[src/hw/rtl/zip_local_header_parser_top_defines.svh]
// assertion macros for the zip local header parser
`ifndef ZIP_LOCAL_HEADER_PARSER_TOP_DEFINES_SVH
`define ZIP_LOCAL_HEADER_PARSER_TOP_DEFINES_SVH

`ifndef SYNTHESIS
// same-cycle implication, checked out of reset
`define ZLHP_ASSERT_IMP(label, clk, rst_n, ante, cons) \
	label: assert property (@(posedge clk) disable iff (!rst_n) (ante) |-> (cons)) \
		else $error("%m: assertion failed");
// next-cycle implication, checked out of reset
`define ZLHP_ASSERT_NEXT(label, clk, rst_n, ante, cons) \
	label: assert property (@(posedge clk) disable iff (!rst_n) (ante) |=> (cons)) \
		else $error("%m: assertion failed");
`else
`define ZLHP_ASSERT_IMP(label, clk, rst_n, ante, cons)
`define ZLHP_ASSERT_NEXT(label, clk, rst_n, ante, cons)
`endif

`endif

[src/hw/rtl/zlhp_pkg.sv]
// types and constants shared by the zip local header parser modules
package zlhp_pkg;

	// parse phases
	localparam logic [2:0] PH_HEADER = 3'd0;
	localparam logic [2:0] PH_NAME   = 3'd1;
	localparam logic [2:0] PH_EXTRA  = 3'd2;
	localparam logic [2:0] PH_DATA   = 3'd3;
	localparam logic [2:0] PH_DSIG   = 3'd4;
	localparam logic [2:0] PH_DCRC   = 3'd5;
	localparam logic [2:0] PH_DCOMP  = 3'd6;
	localparam logic [2:0] PH_DUNC   = 3'd7;

	localparam logic [31:0] DESC_SIGNATURE = 32'h0807_4b50;

	// general purpose flag bits
	localparam int FLAG_ENCRYPTED  = 0;
	localparam int FLAG_DESCRIPTOR = 3;
	localparam int FLAG_STRONG     = 6;

	// last byte index of the fixed header
	localparam logic [31:0] HDR_LAST = 32'd29;

	localparam int TDATA_W = 152;

	typedef struct packed {
		logic [31:0] crc;
		logic [31:0] length;
		logic [15:0] method;
		logic [15:0] version;
		logic [15:0] mod_time;
		logic [31:0] data_start;
		logic        encrypted;
		logic        enc_strong;
		logic        has_desc;
	} entry_info_t;

endpackage

[src/hw/rtl/zlhp_parser.sv]
// byte-wise parse state of the local file entries
module zlhp_parser #(
	parameter int POSITION_BITS = 32
) (
	input  logic                  clk,
	input  logic                  arst_n,
	input  logic                  step,
	input  logic [7:0]            stream_byte,
	output logic                  done,
	output logic                  hdr_len_nz,
	output zlhp_pkg::entry_info_t info
);

	logic [2:0]  phase_q, n_phase;
	logic [31:0] cnt_q, n_cnt;
	logic [POSITION_BITS-1:0] pos_q, next_pos, start_q, n_start;
	logic [15:0] flag_q, n_flag, method_q, n_method, version_q, n_version, time_q, n_time;
	logic [31:0] hcrc_q, n_hcrc, comp_q, n_comp, hunc_q, n_hunc;
	logic [15:0] name_q, n_name, extra_q, n_extra;
	logic [31:0] dcrc_q, n_dcrc, dunc_q, n_dunc;
	logic [32:0] cnt1;
	logic        from_hdr, from_name, from_extra, from_data, desc_done;
	logic        pass_name, pass_extra, pass_data;
	logic [POSITION_BITS+31:0] start_ext;

	assign cnt1     = {1'b0, cnt_q} + 33'd1;
	assign next_pos = pos_q + POSITION_BITS'(1);

	always_comb begin
		n_phase   = phase_q;
		n_cnt     = cnt_q;
		n_start   = start_q;
		n_flag    = flag_q;
		n_method  = method_q;
		n_version = version_q;
		n_time    = time_q;
		n_hcrc    = hcrc_q;
		n_comp    = comp_q;
		n_hunc    = hunc_q;
		n_name    = name_q;
		n_extra   = extra_q;
		n_dcrc    = dcrc_q;
		n_dunc    = dunc_q;
		from_hdr   = 1'b0;
		from_name  = 1'b0;
		from_extra = 1'b0;
		from_data  = 1'b0;
		desc_done  = 1'b0;
		pass_name  = 1'b0;
		pass_extra = 1'b0;
		pass_data  = 1'b0;
		done       = 1'b0;

		unique case (phase_q)
			zlhp_pkg::PH_HEADER: begin
				if (cnt_q == 32'd0) begin
					n_flag    = '0;
					n_method  = '0;
					n_version = '0;
					n_time    = '0;
					n_hcrc    = '0;
					n_comp    = '0;
					n_hunc    = '0;
					n_name    = '0;
					n_extra   = '0;
					n_dcrc    = '0;
					n_dunc    = '0;
				end
				unique case (cnt_q[4:0])
					5'd4:  n_version[7:0]  = stream_byte;
					5'd5:  n_version[15:8] = stream_byte;
					5'd6:  n_flag[7:0]     = stream_byte;
					5'd7:  n_flag[15:8]    = stream_byte;
					5'd8:  n_method[7:0]   = stream_byte;
					5'd9:  n_method[15:8]  = stream_byte;
					5'd10: n_time[7:0]     = stream_byte;
					5'd11: n_time[15:8]    = stream_byte;
					5'd14: n_hcrc[7:0]     = stream_byte;
					5'd15: n_hcrc[15:8]    = stream_byte;
					5'd16: n_hcrc[23:16]   = stream_byte;
					5'd17: n_hcrc[31:24]   = stream_byte;
					5'd18: n_comp[7:0]     = stream_byte;
					5'd19: n_comp[15:8]    = stream_byte;
					5'd20: n_comp[23:16]   = stream_byte;
					5'd21: n_comp[31:24]   = stream_byte;
					5'd22: n_hunc[7:0]     = stream_byte;
					5'd23: n_hunc[15:8]    = stream_byte;
					5'd24: n_hunc[23:16]   = stream_byte;
					5'd25: n_hunc[31:24]   = stream_byte;
					5'd26: n_name[7:0]     = stream_byte;
					5'd27: n_name[15:8]    = stream_byte;
					5'd28: n_extra[7:0]    = stream_byte;
					5'd29: n_extra[15:8]   = stream_byte;
					default: ;
				endcase
				if (cnt_q >= zlhp_pkg::HDR_LAST) from_hdr = 1'b1;
				else n_cnt = cnt1[31:0];
			end
			zlhp_pkg::PH_NAME: begin
				if (cnt1 >= {17'd0, name_q}) from_name = 1'b1;
				else n_cnt = cnt1[31:0];
			end
			zlhp_pkg::PH_EXTRA: begin
				if (cnt1 >= {17'd0, extra_q}) from_extra = 1'b1;
				else n_cnt = cnt1[31:0];
			end
			zlhp_pkg::PH_DATA: begin
				if (cnt1 >= {1'b0, comp_q}) from_data = 1'b1;
				else n_cnt = cnt1[31:0];
			end
			zlhp_pkg::PH_DSIG, zlhp_pkg::PH_DCRC: begin
				unique case (cnt_q[1:0])
					2'd0: n_dcrc[7:0]   = stream_byte;
					2'd1: n_dcrc[15:8]  = stream_byte;
					2'd2: n_dcrc[23:16] = stream_byte;
					2'd3: n_dcrc[31:24] = stream_byte;
				endcase
				if (cnt_q >= 32'd3) begin
					n_cnt = '0;
					// a missing signature means these four bytes were the crc
					if (phase_q == zlhp_pkg::PH_DSIG && n_dcrc == zlhp_pkg::DESC_SIGNATURE) begin
						n_dcrc  = '0;
						n_phase = zlhp_pkg::PH_DCRC;
					end else begin
						n_phase = zlhp_pkg::PH_DCOMP;
					end
				end else begin
					n_cnt = cnt1[31:0];
				end
			end
			zlhp_pkg::PH_DCOMP: begin
				if (cnt_q >= 32'd3) begin
					n_cnt   = '0;
					n_phase = zlhp_pkg::PH_DUNC;
				end else begin
					n_cnt = cnt1[31:0];
				end
			end
			zlhp_pkg::PH_DUNC: begin
				unique case (cnt_q[1:0])
					2'd0: n_dunc[7:0]   = stream_byte;
					2'd1: n_dunc[15:8]  = stream_byte;
					2'd2: n_dunc[23:16] = stream_byte;
					2'd3: n_dunc[31:24] = stream_byte;
				endcase
				if (cnt_q >= 32'd3) desc_done = 1'b1;
				else n_cnt = cnt1[31:0];
			end
		endcase

		// skip over empty sections in the same byte
		if (from_hdr || from_name || from_extra || from_data) n_cnt = '0;
		if (from_hdr && n_name != 16'd0) n_phase = zlhp_pkg::PH_NAME;
		else pass_name = from_hdr || from_name;
		if (pass_name && n_extra != 16'd0) n_phase = zlhp_pkg::PH_EXTRA;
		else pass_extra = pass_name || from_extra;
		if (pass_extra) n_start = next_pos;
		if (pass_extra && n_comp != 32'd0) n_phase = zlhp_pkg::PH_DATA;
		else pass_data = pass_extra || from_data;
		if (pass_data && n_flag[zlhp_pkg::FLAG_DESCRIPTOR]) n_phase = zlhp_pkg::PH_DSIG;
		else done = pass_data || desc_done;

		if (done) begin
			n_phase = zlhp_pkg::PH_HEADER;
			n_cnt   = '0;
		end
	end

	assign start_ext = {32'd0, n_start};

	always_comb begin
		info.crc        = (n_hcrc != 32'd0) ? n_hcrc : n_dcrc;
		info.length     = (n_hunc != 32'd0) ? n_hunc : n_dunc;
		info.method     = n_method;
		info.version    = n_version;
		info.mod_time   = n_time;
		info.data_start = start_ext[31:0];
		info.encrypted  = n_flag[zlhp_pkg::FLAG_ENCRYPTED];
		info.enc_strong = n_flag[zlhp_pkg::FLAG_ENCRYPTED] & n_flag[zlhp_pkg::FLAG_STRONG];
		info.has_desc   = n_flag[zlhp_pkg::FLAG_DESCRIPTOR];
	end

	assign hdr_len_nz = (n_hunc != 32'd0);

	always_ff @(posedge clk or negedge arst_n) begin
		if (!arst_n) begin
			phase_q   <= zlhp_pkg::PH_HEADER;
			cnt_q     <= '0;
			pos_q     <= '0;
			start_q   <= '0;
			flag_q    <= '0;
			method_q  <= '0;
			version_q <= '0;
			time_q    <= '0;
			hcrc_q    <= '0;
			comp_q    <= '0;
			hunc_q    <= '0;
			name_q    <= '0;
			extra_q   <= '0;
			dcrc_q    <= '0;
			dunc_q    <= '0;
		end else if (step) begin
			phase_q   <= n_phase;
			cnt_q     <= n_cnt;
			pos_q     <= next_pos;
			start_q   <= n_start;
			flag_q    <= n_flag;
			method_q  <= n_method;
			version_q <= n_version;
			time_q    <= n_time;
			hcrc_q    <= n_hcrc;
			comp_q    <= n_comp;
			hunc_q    <= n_hunc;
			name_q    <= n_name;
			extra_q   <= n_extra;
			dcrc_q    <= n_dcrc;
			dunc_q    <= n_dunc;
		end
	end

endmodule

[src/hw/rtl/zlhp_select.sv]
// best entry tracking by method, then size
module zlhp_select (
	input  logic        clk,
	input  logic        arst_n,
	input  logic        multi_entry_mode,
	input  logic        fire,
	input  logic        hdr_len_nz,
	input  logic [31:0] length,
	input  logic [15:0] method,
	output logic        take
);

	logic [31:0] best_len_q;
	logic [15:0] best_method_q;
	logic        len_le;

	assign len_le = (length <= best_len_q);

	always_comb begin
		if (!multi_entry_mode) take = 1'b1;
		else if (!hdr_len_nz) take = 1'b0;
		else if (len_le) take = (method <= best_method_q);
		else take = (method < best_method_q);
	end

	always_ff @(posedge clk or negedge arst_n) begin
		if (!arst_n) begin
			best_len_q    <= '1;
			best_method_q <= '1;
		end else if (fire && take) begin
			best_len_q    <= length;
			best_method_q <= method;
		end
	end

endmodule

[src/hw/rtl/zip_local_header_parser_top.sv]
// zip local file entry parser, one archive byte per item
// result: an entry is loaded into the result register as its last byte is parsed
// throughput: one byte per cycle while the result slot is free; the single parse
// pass between the input register and the result register decides each byte
// reset: arst_n clears parse phase, counters and offset; best entry to all ones
`include "zip_local_header_parser_top_defines.svh"

module zip_local_header_parser_top #(
	parameter int POSITION_BITS = 32
) (
	input  logic        clk,
	input  logic        arst_n,
	// configuration: multi_entry_mode
	input  logic        cfg_wen,
	input  logic        cfg_wdata,
	// archive bytes
	input  logic        s_tvalid,
	output logic        s_tready,
	input  logic [7:0]  s_tdata,  // [7:0] stream_byte
	// entry results
	output logic        m_tvalid,
	input  logic        m_tready,
	// [31:0] entry_crc, [63:32] entry_length, [79:64] entry_method,
	// [95:80] entry_version, [111:96] entry_mod_time, [143:112] data_start,
	// [144] encrypted, [145] enc_strong, [146] has_descriptor,
	// [147] taken, [151:148] zero
	output logic [zlhp_pkg::TDATA_W-1:0] m_tdata
);

	logic        mode_q;
	logic        valid_s1;
	logic [7:0]  byte_s1;
	logic        out_free;
	logic        proc;
	logic        done;
	logic        hdr_len_nz;
	logic        take;
	logic        out_valid_q;
	logic [zlhp_pkg::TDATA_W-1:0] out_data_q;
	zlhp_pkg::entry_info_t info;

	// the byte in the input register is parsed once the result slot can take it
	assign out_free = !out_valid_q || m_tready;
	assign proc     = valid_s1 && out_free;
	assign s_tready = !valid_s1 || proc;

	// mode register, to be written only while idle; the block itself does not enforce this
	always_ff @(posedge clk or negedge arst_n) begin
		if (!arst_n) begin
			mode_q <= 1'b0;
		end else if (cfg_wen) begin
			mode_q <= cfg_wdata;
		end
	end

	// input register
	always_ff @(posedge clk or negedge arst_n) begin
		if (!arst_n) begin
			valid_s1 <= 1'b0;
		end else if (s_tready) begin
			valid_s1 <= s_tvalid;
		end
	end

	always_ff @(posedge clk) begin
		if (s_tready && s_tvalid) begin
			byte_s1 <= s_tdata;
		end
	end

	zlhp_parser #(
		.POSITION_BITS (POSITION_BITS)
	) u_parser (
		.clk         (clk),
		.arst_n      (arst_n),
		.step        (proc),
		.stream_byte (byte_s1),
		.done        (done),
		.hdr_len_nz  (hdr_len_nz),
		.info        (info)
	);

	zlhp_select u_select (
		.clk              (clk),
		.arst_n           (arst_n),
		.multi_entry_mode (mode_q),
		.fire             (proc && done),
		.hdr_len_nz       (hdr_len_nz),
		.length           (info.length),
		.method           (info.method),
		.take             (take)
	);

	// result register, only bytes that close an entry load it
	always_ff @(posedge clk or negedge arst_n) begin
		if (!arst_n) begin
			out_valid_q <= 1'b0;
		end else if (out_free) begin
			out_valid_q <= proc && done;
		end
	end

	always_ff @(posedge clk) begin
		if (proc && done) begin
			out_data_q <= {4'd0, take, info.has_desc, info.enc_strong, info.encrypted,
				info.data_start, info.mod_time, info.version, info.method,
				info.length, info.crc};
		end
	end

	assign m_tvalid = out_valid_q;
	assign m_tdata  = out_data_q;

	// a waiting byte stays put until it is parsed
	`ZLHP_ASSERT_NEXT(a_s1_hold, clk, arst_n, valid_s1 && !proc, valid_s1 && $stable(byte_s1))
	// strong encryption only comes with the encrypted flag
	`ZLHP_ASSERT_IMP(a_strong_enc, clk, arst_n, m_tvalid, !m_tdata[145] || m_tdata[144])
	// a taken result with nothing parsing behind it leaves the slot empty
	`ZLHP_ASSERT_NEXT(a_out_drain, clk, arst_n, m_tvalid && m_tready && !valid_s1, !m_tvalid)

endmodule
[config.mk]
export PLATFORM = sky130hd
export DESIGN_NAME = zip_local_header_parser_top
export DESIGN_NICKNAME = d
export VERILOG_FILES = /design/src/hw/rtl/zlhp_pkg.sv /design/src/hw/rtl/zlhp_parser.sv /design/src/hw/rtl/zlhp_select.sv /design/src/hw/rtl/zip_local_header_parser_top.sv
export VERILOG_INCLUDE_DIRS = /design/src /design/src/hw/rtl
export SDC_FILE = /design/constraint.sdc
export NUM_CORES = 1
export LEC_CHECK = 0
export BUFFER_PORTS_ARGS = -buffer_cell sky130_fd_sc_hd__buf_2
export CAP_MARGIN = 20
export CORE_MARGIN = 4
export CORE_UTILIZATION = 30
export DETAILED_ROUTE_END_ITERATION = 7
export GPL_ROUTABILITY_DRIVEN = 1
export GPL_TIMING_DRIVEN = 1
export MAX_ROUTING_LAYER = met4
export PLACE_DENSITY = 0.44
export SETUP_SLACK_MARGIN = 0.3
export SLEW_MARGIN = 25
export SYNTH_ARGS = -nofsm -noshare
export SYNTH_HDL_FRONTEND = slang
export SYNTH_SLANG_ARGS = --single-unit
[constraint.sdc]
create_clock -name clk -period 17.2 [get_ports clk]
set_input_delay 1.72 -clock clk [delete_from_list [all_inputs] [get_ports clk]]
set_output_delay 1.72 -clock clk [all_outputs]
set_load 0.01 [all_outputs]
**Yosys cells after proc, flatten, opt, wreduce, memory -nomap -nowiden**

Index checks and enable logic that the tools add are counted.

- Add/subtract/negate cells: 2
- $lt $le $gt $ge: 8
- Equal/unequal tests: 41
- Multiplexer cells: 97
- Bitwise gates (word level): 1
- Reduce and logical (&&, ||, !) cells: 34

Operator list:

| cell | count |
|---|---|
| 32-bit 2-to-1 mux | 21 |
| 8-bit 2-to-1 mux | 34 |
| 32-bit case mux with 6 select lines | 1 |
| 16-bit 2-to-1 mux | 10 |
| 32-bit case mux with 2 select lines | 2 |
| 32-bit nonzero test | 3 |
| 5-bit == test (second input constant) | 14 |
| 33-bit by 16-bit >= comparator with 1-bit output | 2 |
| 32-bit by 1-bit adder with 33-bit output (second input constant) | 1 |
| 33-bit by 32-bit >= comparator with 1-bit output | 1 |
| 32-bit by 1-bit adder with 32-bit output (second input constant) | 1 |
| 32-bit by 28-bit == test with 1-bit output (second input constant) | 1 |
| 32-bit by 2-bit >= comparator with 1-bit output (second input constant) | 1 |
| 32-bit by 5-bit >= comparator with 1-bit output (second input constant) | 1 |
| 32-bit less-or-equal comparator | 1 |
| 32-bit zero test | 1 |
| 16-bit nonzero test | 2 |
| 5-bit by 4-bit == test with 1-bit output (second input constant) | 6 |
| 3-bit 2-to-1 mux | 7 |
| 7-bit 2-to-1 mux | 3 |
| 4-bit inequality test (second input constant) | 5 |
| 1-bit 2-to-1 mux | 17 |
| 16-bit less-or-equal comparator | 1 |
| 16-bit less-than comparator | 1 |
| other kinds (22) | 46 |

- Register bits after elaboration: 553
- Logic and storage cells: 206

**Depth between registers and ports, before layout**

Gate-level depths: netlist (run 1).

- Depth after elaboration: 15
- Mapped depth: 27

**Hierarchy**

Synthesis (run 1) repeated with hierarchy kept, for this count alone.

- Cell total of the unflattened synthesis: 2778
- Area, all modules: 28452.3 sq um

By module, submodules not included:

| module | times used | cells each | area an instance (sq um) | sequential area each (sq um) |
|---|---|---|---|---|
| zlhp_parser | 1 | 2328 | 20379.5 | 8558.2 |
| zip_local_header_parser_top | 1 | 173 | 4865.9 | 4759.6 |
| zlhp_select | 1 | 277 | 3206.8 | 1261.2 |

**Least setup slack after synthesis (run 1)**

No wires, ideal clock.

- Path type: reg-to-reg
- Start point: register u_parser.cnt_q[0]
- End point: register out_data_q, in the netlist m_tdata[0], enable pin
- Library setup time: 0.860 ns
- Data arrival time: 13.920 ns
- Data required time: 16.340 ns
- Setup slack: 2.420 ns
- Cell stages (with the launch flop): 19
- Path buffers: 3
- Clock period less this slack: 14.780 ns
- Cells stage by stage: dfrtp_1 -> ha_1 -> nand4_1 -> or3_1 -> clkbuf_1 -> nor2_1 -> xor2_1 -> ha_1 -> nand4_1 -> nor4_1 -> a41o_1 -> a22o_1 -> nor4_1 -> a2111o_1 -> o31ai_2 -> buf_6 -> buf_6 -> a21oi_1 -> o21ai_0

- Word-level cells in the longest chain between the ends: 14
- Elaborated cells between the ends (all ways): 59
- Those cells by class: add/sub: 1; order compare: 5; eq/ne: 9; mux: 31; reduce/logical: 13

RTL lines:

| item | line | RTL |
|---|---|---|
| start, declared | zlhp_parser.sv:15 | `logic [31:0] cnt_q, n_cnt;` |
| start signal, assigned | zlhp_parser.sv:204 | `cnt_q <= n_cnt;` |
| parallel branches: the longest is 12 deep, another holds 32-bit by 1-bit adder with 33-bit output | n/a |  |
| 1-bit 2-to-1 mux * | zlhp_parser.sv:160 | `if (pass_data && n_flag[zlhp_pkg::FLAG_DESCRIPTOR]) n_phase = zlhp_pkg::PH_DSIG;` |
| 1-bit logical AND * | n/a |  |
| named net u_select.fire | zlhp_select.sv:6 | `input logic fire,` |
| end signal, assigned | zip_local_header_parser_top.sv:105 | `out_data_q <= {4'd0, take, info.has_desc, info.enc_strong, info.encrypted,` |
| end, declared | zip_local_header_parser_top.sv:39 | `logic [zlhp_pkg::TDATA_W-1:0] out_data_q;` |

Mark *: on every way through the listed nets, which the timed path passes. The select of a mux whose other input is x is not followed.
A chain may end at the register's enable or synchronous reset.

==> results of run 1 <==
[flip-flops by register name, summed over array words and instances, names as in the netlist, 32 cells and up]
register / cells
m_tdata: 148
u_parser.dcrc_q: 32
u_parser.comp_q: 32
u_select.best_len_q: 32
u_parser.dunc_q: 32
u_parser.hcrc_q: 32
u_parser.start_q: 32
u_parser.pos_q: 32
u_parser.hunc_q: 32
u_parser.cnt_q: 32
[per-stage QoR]
stage / utilization [%] / hold slack (ps) / power, W / setup WS, ps / cells
after CTS: 34.9 / 475 / 0.00579 / 9500 / 4222
after global routing: 35.0 / 491 / 0.00611 / 8810 / 4224
after floorplan: - / 442 / 0.00355 / 2420 / 2802
after detailed placement: 32.6 / 462 / 0.00431 / 9530 / 4100
after global placement: 32.6 / 457 / 0.00428 / 9870 / 4100
final: 35.0 / 473 / 0.00574 / 9350 / 4224
[area by class of cell]
cell class	instances	area [um2]	share of cell area [%]
sequential	549	14600	43.6
multi-input combinational	1915	13200	39.5
clock buffer	91	1840	5.50
tap	1265	1580	4.74
timing repair buffer	215	1260	3.76
inverter	157	589	1.76
clock inverter	31	380	1.14
antenna	1	2.50	0.00749
[path summary, 6_finish.rpt]
path / startpoint / endpoint / slack [ps] / cells after the start
max in group asynchronous: arst_n / u_parser.method_q[12] / 14570 / 3
min in group asynchronous: arst_n / u_parser.cnt_q[22] / 1160 / 1
setup reg to reg: u_parser.cnt_q[0] / u_select.best_method_q[12] / 9350 / 24
hold reg to reg: u_parser.dunc_q[22] / u_parser.dunc_q[22] / 470 / 2
hold / removal: u_parser.dunc_q[22] / u_parser.dunc_q[22] / 470 / 2
setup / recovery: u_parser.cnt_q[0] / u_select.best_method_q[12] / 9350 / 24
[logic make-up (layout without fill, tap and decap cells)]
family,Yosys count,after routing
fa+ha+maj,119,119
xor+xnor,93,93
buf+inv,338,494
compound gates,687,687
simple gates,866,866
mux,146,146
flops,549,549
other cells,1,5
[tightest hold or removal path: stages, from the launching register on]
cell and delay, ps:
dfrtp_1 340, nand2_1 40, o21ai_0 60
[per-layer routing]
metal,track usage (%),vias up,share of wire [%]
li1,-,10500,-
met1,24.7,11600,43
met2,30.5,818,48
met3,3.65,164,6.4
met4,5.69,0,2.5
met5,-,-,0
[power by group through the flow]
| stage | combinational [W] | clock (W) | sequential (W) |
|---|---|---|---|
| 6_report | 0.00236 | 0.00144 | 0.00195 |
| 5_1_grt | 0.00258 | 0.00155 | 0.00198 |
| 4_1_cts | 0.00236 | 0.00149 | 0.00195 |
| 3_5_place_dp | 0.00234 | 0 | 0.00197 |
| 3_3_place_gp | 0.00232 | 0 | 0.00196 |
| 2_1_floorplan | 0.00156 | 0 | 0.00198 |
[synth_stat cells (15+ instances only)]
| cell | count | area, um2 |
|---|---|---|
| clkbuf_1 | 134 | 503 |
| a22o_1 | 162 | 1420 |
| nor3_1 | 47 | 235 |
| nor4_1 | 52 | 325 |
| nor2b_1 | 16 | 100 |
| ha_1 | 119 | 1490 |
| edfxtp_1 | 156 | 4680 |
| a31oi_1 | 55 | 344 |
| inv_1 | 154 | 578 |
| xnor2_1 | 56 | 490 |
| xor2_1 | 37 | 324 |
| and3_1 | 32 | 200 |
| buf_1 | 17 | 63.8 |
| nand2_1 | 305 | 1140 |
| buf_2 | 15 | 75.1 |
| a21o_1 | 19 | 143 |
| nor2_1 | 173 | 649 |
| o21ai_1 | 16 | 80.1 |
| a21oi_1 | 79 | 395 |
| mux2i_1 | 29 | 290 |
| a32oi_1 | 15 | 131 |
| mux2_2 | 79 | 890 |
| o22ai_1 | 16 | 100 |
| a32o_1 | 23 | 230 |
| dfrtp_1 | 345 | 8630 |
| mux2_4 | 29 | 435 |
| nand4_1 | 45 | 282 |
| dfstp_2 | 48 | 1260 |
| o21ai_0 | 142 | 711 |
| a22oi_1 | 38 | 285 |
| nand3_1 | 116 | 581 |
==> summary.txt, run 1 <==
Layout
  • Layout Nets: 3037
  • Commonest cells after routing, fill and taps aside: 345 x dfrtp_1, 304 x nand2_1, 172 x nor2_1, 162 x a22o_1, 162 x buf_2
  • Cell area after layout: 33400 um2
  • Most common cell after layout, fill and taps aside: dfrtp_1
  • Area grow syn2layout: 15.0%
  • Layout cell share with drive strength beyond 1: 17.3%
  • Filler cells: 9708

STA
  • Actual slew at the worst max-slew pin: 1070 ps
  • Final setup vio count: 0
  • Crit share post-route: 45.6%
  • Slew margin rel.: 28.2%
  • Layout Skew: 27.0 ps
  • Final slew viol count: 0
  • Setup TNS: 0 ps
  • Max Clk Rate: 0.127 GHz
  • RSZ-0062 raised after global routing: no
  • Final hold vios: 0
  • Fin crit period: 7850 ps

Route
  • DRT antenna net count: 0
  • Average wire per standard cell: 23.0 um
  • Vias: 23.2k
  • DR pass1 iterations: 7
  • DRC errors left: 0
  • Total Wirelength: 97100 um
  • DRT iter0 DRCs: 2355
  • Vias per cell: 5.48

Logic synthesis
  • Top FF cell, synth: dfrtp_1
  • Simple-Gate Fraction of Synth Area: 14.3%
  • Post-Synth XOR/XNOR Area: 2.80%
  • Post-Synthesis Cell Area: 29100 um2
  • Post-synthesis adder-cell area fraction: 5.12%
  • Mux contribution to synthesized area: 5.91%
  • Largest family of logic cells by synthesized area: compound AO/OA/AOI/OAI gates
  • Synth Area in Compound Gates: 16.9%
  • Flops & latches, synth: 549
  • Post-synth EDFFs: 156
  • Post-synthesis cell count: 2799
  • Avg Inst Size Synth: 10.4 um2
  • YS warnings: 0
  • Seq/Total Area, Yosys: 50.2%
  • Ys async rst share: 71.6%
  • Netlist cell types: 83

Critical path
  • Critical Path Sink Type: flip-flop
  • Setup crit start kind: flip-flop
  • Most frequent CP cell: nand4_1
  • Critical path class: reg2reg
  • Worst EP arrival: 8380 ps
  • CP peak stage delay: 640 ps
  • CP Cell Sequence: inv_1 -> ha_1 -> buf_4 -> nor4b_1 -> nand4_1 -> nor2_1 -> o21ai_0 -> nor4b_1 -> nand4_1 -> or2_2 -> a311oi_1 -> a21oi_1 -> ha_1 -> nand4_1 -> nor3_1 -> nand3_1 -> o21bai_1 -> o2111ai_1 -> nand3_1 -> o31ai_4 -> nor3_1 -> a211oi_4 -> buf_4 -> mux2_2
  • Max FO, Critical Path: 48
  • Worst Path Buf+Inv: 3
  • Top Family by Delay on Critical Path: simple AND/OR/NAND/NOR gates
  • WP data required: 17730 ps
  • Critical path's slowest cell: buf_4

Placed design
  • RD Place Congestion: 0.904
  • Post-DP HPWL: 65500 um
  • Placed cell areas: 31100 um2
  • Port buffer count: 163

Clocking
  • Clock Path Buffers: 3
  • Setup bufs post-CTS: 0
  • # hold bufs at CTS: 0
  • Clk_lat worst skew: 620 ps
  • CTS-repair resized insts: 0
  • TritonCTS clock tree: done
  • CTS clk-pin slew, worst paths: 60 ps
  • Num CTS Buffers: 66
  • CTS Root Buffer Type: clkbuf_16
  • H-tree levels: 3
  • Clock sinks: 549

GRT
  • Largest net degree at the start of global routing: 165
  • Vias in the first global route: 23.0k
  • Overflow after GRT: 0
  • Initial antenna violation count: 2
  • First-pass GRT wire length: 147000 um
  • Gr usage total: 19.1%

Power
  • VDD IR max: 0.000203 V
  • Static leakage: 14.2 nW
  • Clock group share of total power: 25.1%
  • Flop pwr share: 33.9%
  • Switching portion of total power: 40.6%
  • Internal power: 0.00341 W
  • PD cells: 172 nW/um2
  • Switch Pwr: 0.00233 W
  • Logic pwr share: 41.0%

Floorplanning
  • Die area: 102000 um2
  • CORE AREA: 95600 um2
  • # rows: 113
  • DIE WIDTH: 319 um
  • I/O pins: 168
  • Initial Util: 30.4%
  • Die height: 319 um

Hold path
  • Hold crit path type: reg2reg

Run
  • Max Cap Viol: 0

Status
  • Outcome: finished, final reports clean
Power figures use the tool's default switching activity.
==> run 2: changes to the inputs <==
==> constraint.sdc (replaced) <==
create_clock -name clk -period 7.63 [get_ports clk]
set_input_delay 0.763 -clock clk [delete_from_list [all_inputs] [get_ports clk]]
set_output_delay 0.763 -clock clk [all_outputs]
set_load 0.01 [all_outputs]
==> summary.txt, run 2 (synthesis gave the netlist of run 1 again) <==
Hold path
  • Hold crit path type: in2async (was reg2reg)

Power
  • PD cells: 392 nW/um2 (was 172 nW/um2)
  • VDD IR max: 0.000329 V (was 0.000203 V)
  • Total power: 0.0132 W (was 0.00574 W)
  • Static leakage: 14.4 nW (was 14.2 nW)

Critical path
  • Max FO, Critical Path: 148 (was 48)
  • Critical Path Sink Type: flip-flop (unchanged)
  • Reg2reg setup slack: 610 ps (was 9350 ps)
  • CP peak stage delay: 750 ps (was 640 ps)
  • Critical path's slowest cell: nor4_1 (was buf_4)
  • Worst EP arrival: 7140 ps (was 8380 ps)
  • WP data required: 7750 ps (was 17730 ps)
  • CP Cell Sequence: ha_1 -> nand4_1 -> or3_1 -> nor2_1 -> xor2_1 -> ha_1 -> nand4_1 -> nor4_1 -> a41o_1 -> a22o_1 -> nor4_1 -> a2111o_1 -> o31ai_4 -> buf_4 -> a21oi_1 -> o21ai_4 -> buf_12 (was inv_1 -> ha_1 -> buf_4 -> nor4b_1 -> nand4_1 -> nor2_1 -> o21ai_0 -> nor4b_1 -> nand4_1 -> or2_2 -> a311oi_1 -> a21oi_1 -> ha_1 -> nand4_1 -> nor3_1 -> nand3_1 -> o21bai_1 -> o2111ai_1 -> nand3_1 -> o31ai_4 -> nor3_1 -> a211oi_4 -> buf_4 -> mux2_2)
  • Setup crit start kind: flip-flop (unchanged)
  • Critical path class: reg2reg (unchanged)

Route
  • DRT iter0 DRCs: 2075 (was 2355)
  • Total Wirelength: 99100 um (was 97100 um)
  • DR pass1 iterations: 8 (was 7)
  • Vias per cell: 5.52 (was 5.48)
  • DRT antenna net count: 0 (unchanged)
  • Average wire per standard cell: 23.4 um (was 23.0 um)
  • DRC errors left: 0 (unchanged)
  • Vias: 23.4k (was 23.2k)

STA
  • Final hold vios: 0 (unchanged)
  • Setup TNS: 0 ps (unchanged)
  • Final worst slack: 611 ps (was 9350 ps)
  • Final slew viol count: 0 (unchanged)
  • Max Clk Rate: 0.142 GHz (was 0.127 GHz)
  • Actual slew at the worst max-slew pin: 1110 ps (was 1070 ps)
  • Crit share post-route: 92.0% (was 45.6%)
  • Final setup vio count: 0 (unchanged)
  • RSZ-0062 raised after global routing: no (unchanged)
  • Fin crit period: 7020 ps (was 7850 ps)
  • Hold WS: 141 ps (was 473 ps)
  • Layout Skew: 35.5 ps (was 27.0 ps)
  • Slew margin rel.: 25.8% (was 28.2%)

Layout
  • Ant. Diodes: 0 (was 1)
  • Area grow syn2layout: 15.7% (was 15.0%)
  • Filler cells: 9620 (was 9708)
  • Commonest cells after routing, fill and taps aside: 345 x dfrtp_1, 304 x nand2_1, 171 x nor2_1, 162 x a22o_1, 162 x buf_2 (was 345 x dfrtp_1, 304 x nand2_1, 172 x nor2_1, 162 x a22o_1, 162 x buf_2)
  • Most common cell after layout, fill and taps aside: dfrtp_1 (unchanged)
  • Largest register FFs: 148 (unchanged)
  • Final Non-Filler Cells: 4235 (was 4224)
  • Layout cell share with drive strength beyond 1: 17.7% (was 17.3%)
  • Layout Nets: 3050 (was 3037)

GRT
  • Overflow after GRT: 0 (unchanged)
  • Vias in the first global route: 23.4k (was 23.0k)
  • Largest net degree at the start of global routing: 154 (was 165)
  • Gr usage total: 19.5% (was 19.1%)
  • Initial antenna violation count: 3 (was 2)
  • First-pass GRT wire length: 150000 um (was 147000 um)

Clocking
  • Num CTS Buffers: 68 (was 66)
  • # hold bufs at CTS: 0 (unchanged)
  • TritonCTS clock tree: done (unchanged)
  • CTS Root Buffer Type: clkbuf_16 (unchanged)
  • Clock Path Buffers: 3 (unchanged)
  • CTS clk-pin slew, worst paths: 60 ps (about the same)
  • Clock sinks: 549 (unchanged)
  • H-tree levels: 3 (unchanged)
  • Clk_lat worst skew: 630 ps (was 620 ps)

Floorplanning
  • Die area: 102000 um2 (unchanged)
  • Initial Util: 30.4% (unchanged)
  • Die height: 319 um (unchanged)
  • DIE WIDTH: 319 um (unchanged)
  • I/O pins: 168 (unchanged)
  • # rows: 113 (unchanged)
  • CORE AREA: 95600 um2 (unchanged)

Status
  • Outcome: finished, final reports clean (unchanged)

Run
  • Max Cap Viol: 0 (unchanged)

Placed design
  • RD Place Congestion: 0.888 (was 0.904)
  • Port buffer count: 163 (unchanged)
  • Pre-CTS setup slack: 712 ps (was 9530 ps)
  • Post-DP HPWL: 68000 um (was 65500 um)
  • Dpl cells: 4111 (was 4100)
## run 2: what timing repair did
item	in CTS	in global routing
setup buffers	0	0
setup endpoints to repair	0	104
resized for setup	0	3
## run 2: worst max-delay path, delay by kind of cell, from the launching register on
family,cells,cell delay [ps]
adder cells (fa/ha/maj),2,800
flip-flops,1,500
buffers and inverters,2,550
AND/OR/NAND/NOR,6,2180
XOR/XNOR,1,530
AO/OA/AOI/OAI,6,1560
## run 2: final cells by class
cell class / instances / area (um2) / share of cell area, %
flip-flops and latches: 549 / 14600 / 43.4
multi-input cells: 1915 / 13200 / 39.2
clock buffers: 89 / 1860 / 5.54
well taps: 1265 / 1580 / 4.71
repair buffers: 226 / 1360 / 4.03
inverters: 157 / 589 / 1.75
clock inverters: 34 / 474 / 1.41
## run 2: layer usage
| layer | global-route usage, % | up-vias | share of wire (%) |
|---|---|---|---|
| li1 | - | 10600 | - |
| met1 | 25.8 | 11800 | 44 |
| met2 | 31.2 | 803 | 47 |
| met3 | 2.57 | 184 | 5.4 |
| met4 | 6.09 | 0 | 2.8 |
| met5 | - | - | 0 |
## run 2: through the flow
step | util, % | cell area [um2]
after floorplan | - | 29100
after global placement | 32.7 | 31200
after detailed placement | 32.7 | 31200
after CTS | 35.1 | 33600
after global routing | 35.2 | 33600
final | 35.2 | 33600
## run 2: path summary, 6_finish.rpt
path | start | to | depth (start not counted)
worst min register to register | u_parser.flag_q[0] | u_parser.flag_q[0] | 2
worst min-delay path | arst_n | u_parser.comp_q[23] | 1
worst max register to register | u_parser.cnt_q[0] | m_tdata[103] | 17
max in group asynchronous | arst_n | mode_q | 3
min in group clk | s_tdata[6] | byte_s1[6] | 1
worst max-delay path | u_parser.cnt_q[0] | m_tdata[103] | 17
## run 2: where the power goes
| group | internal, W | switching (W) |
|---|---|---|
| Sequential | 0.00395 | 0.000438 |
| Clock | 0.00210 | 0.00133 |
| Combinational | 0.00183 | 0.00352 |
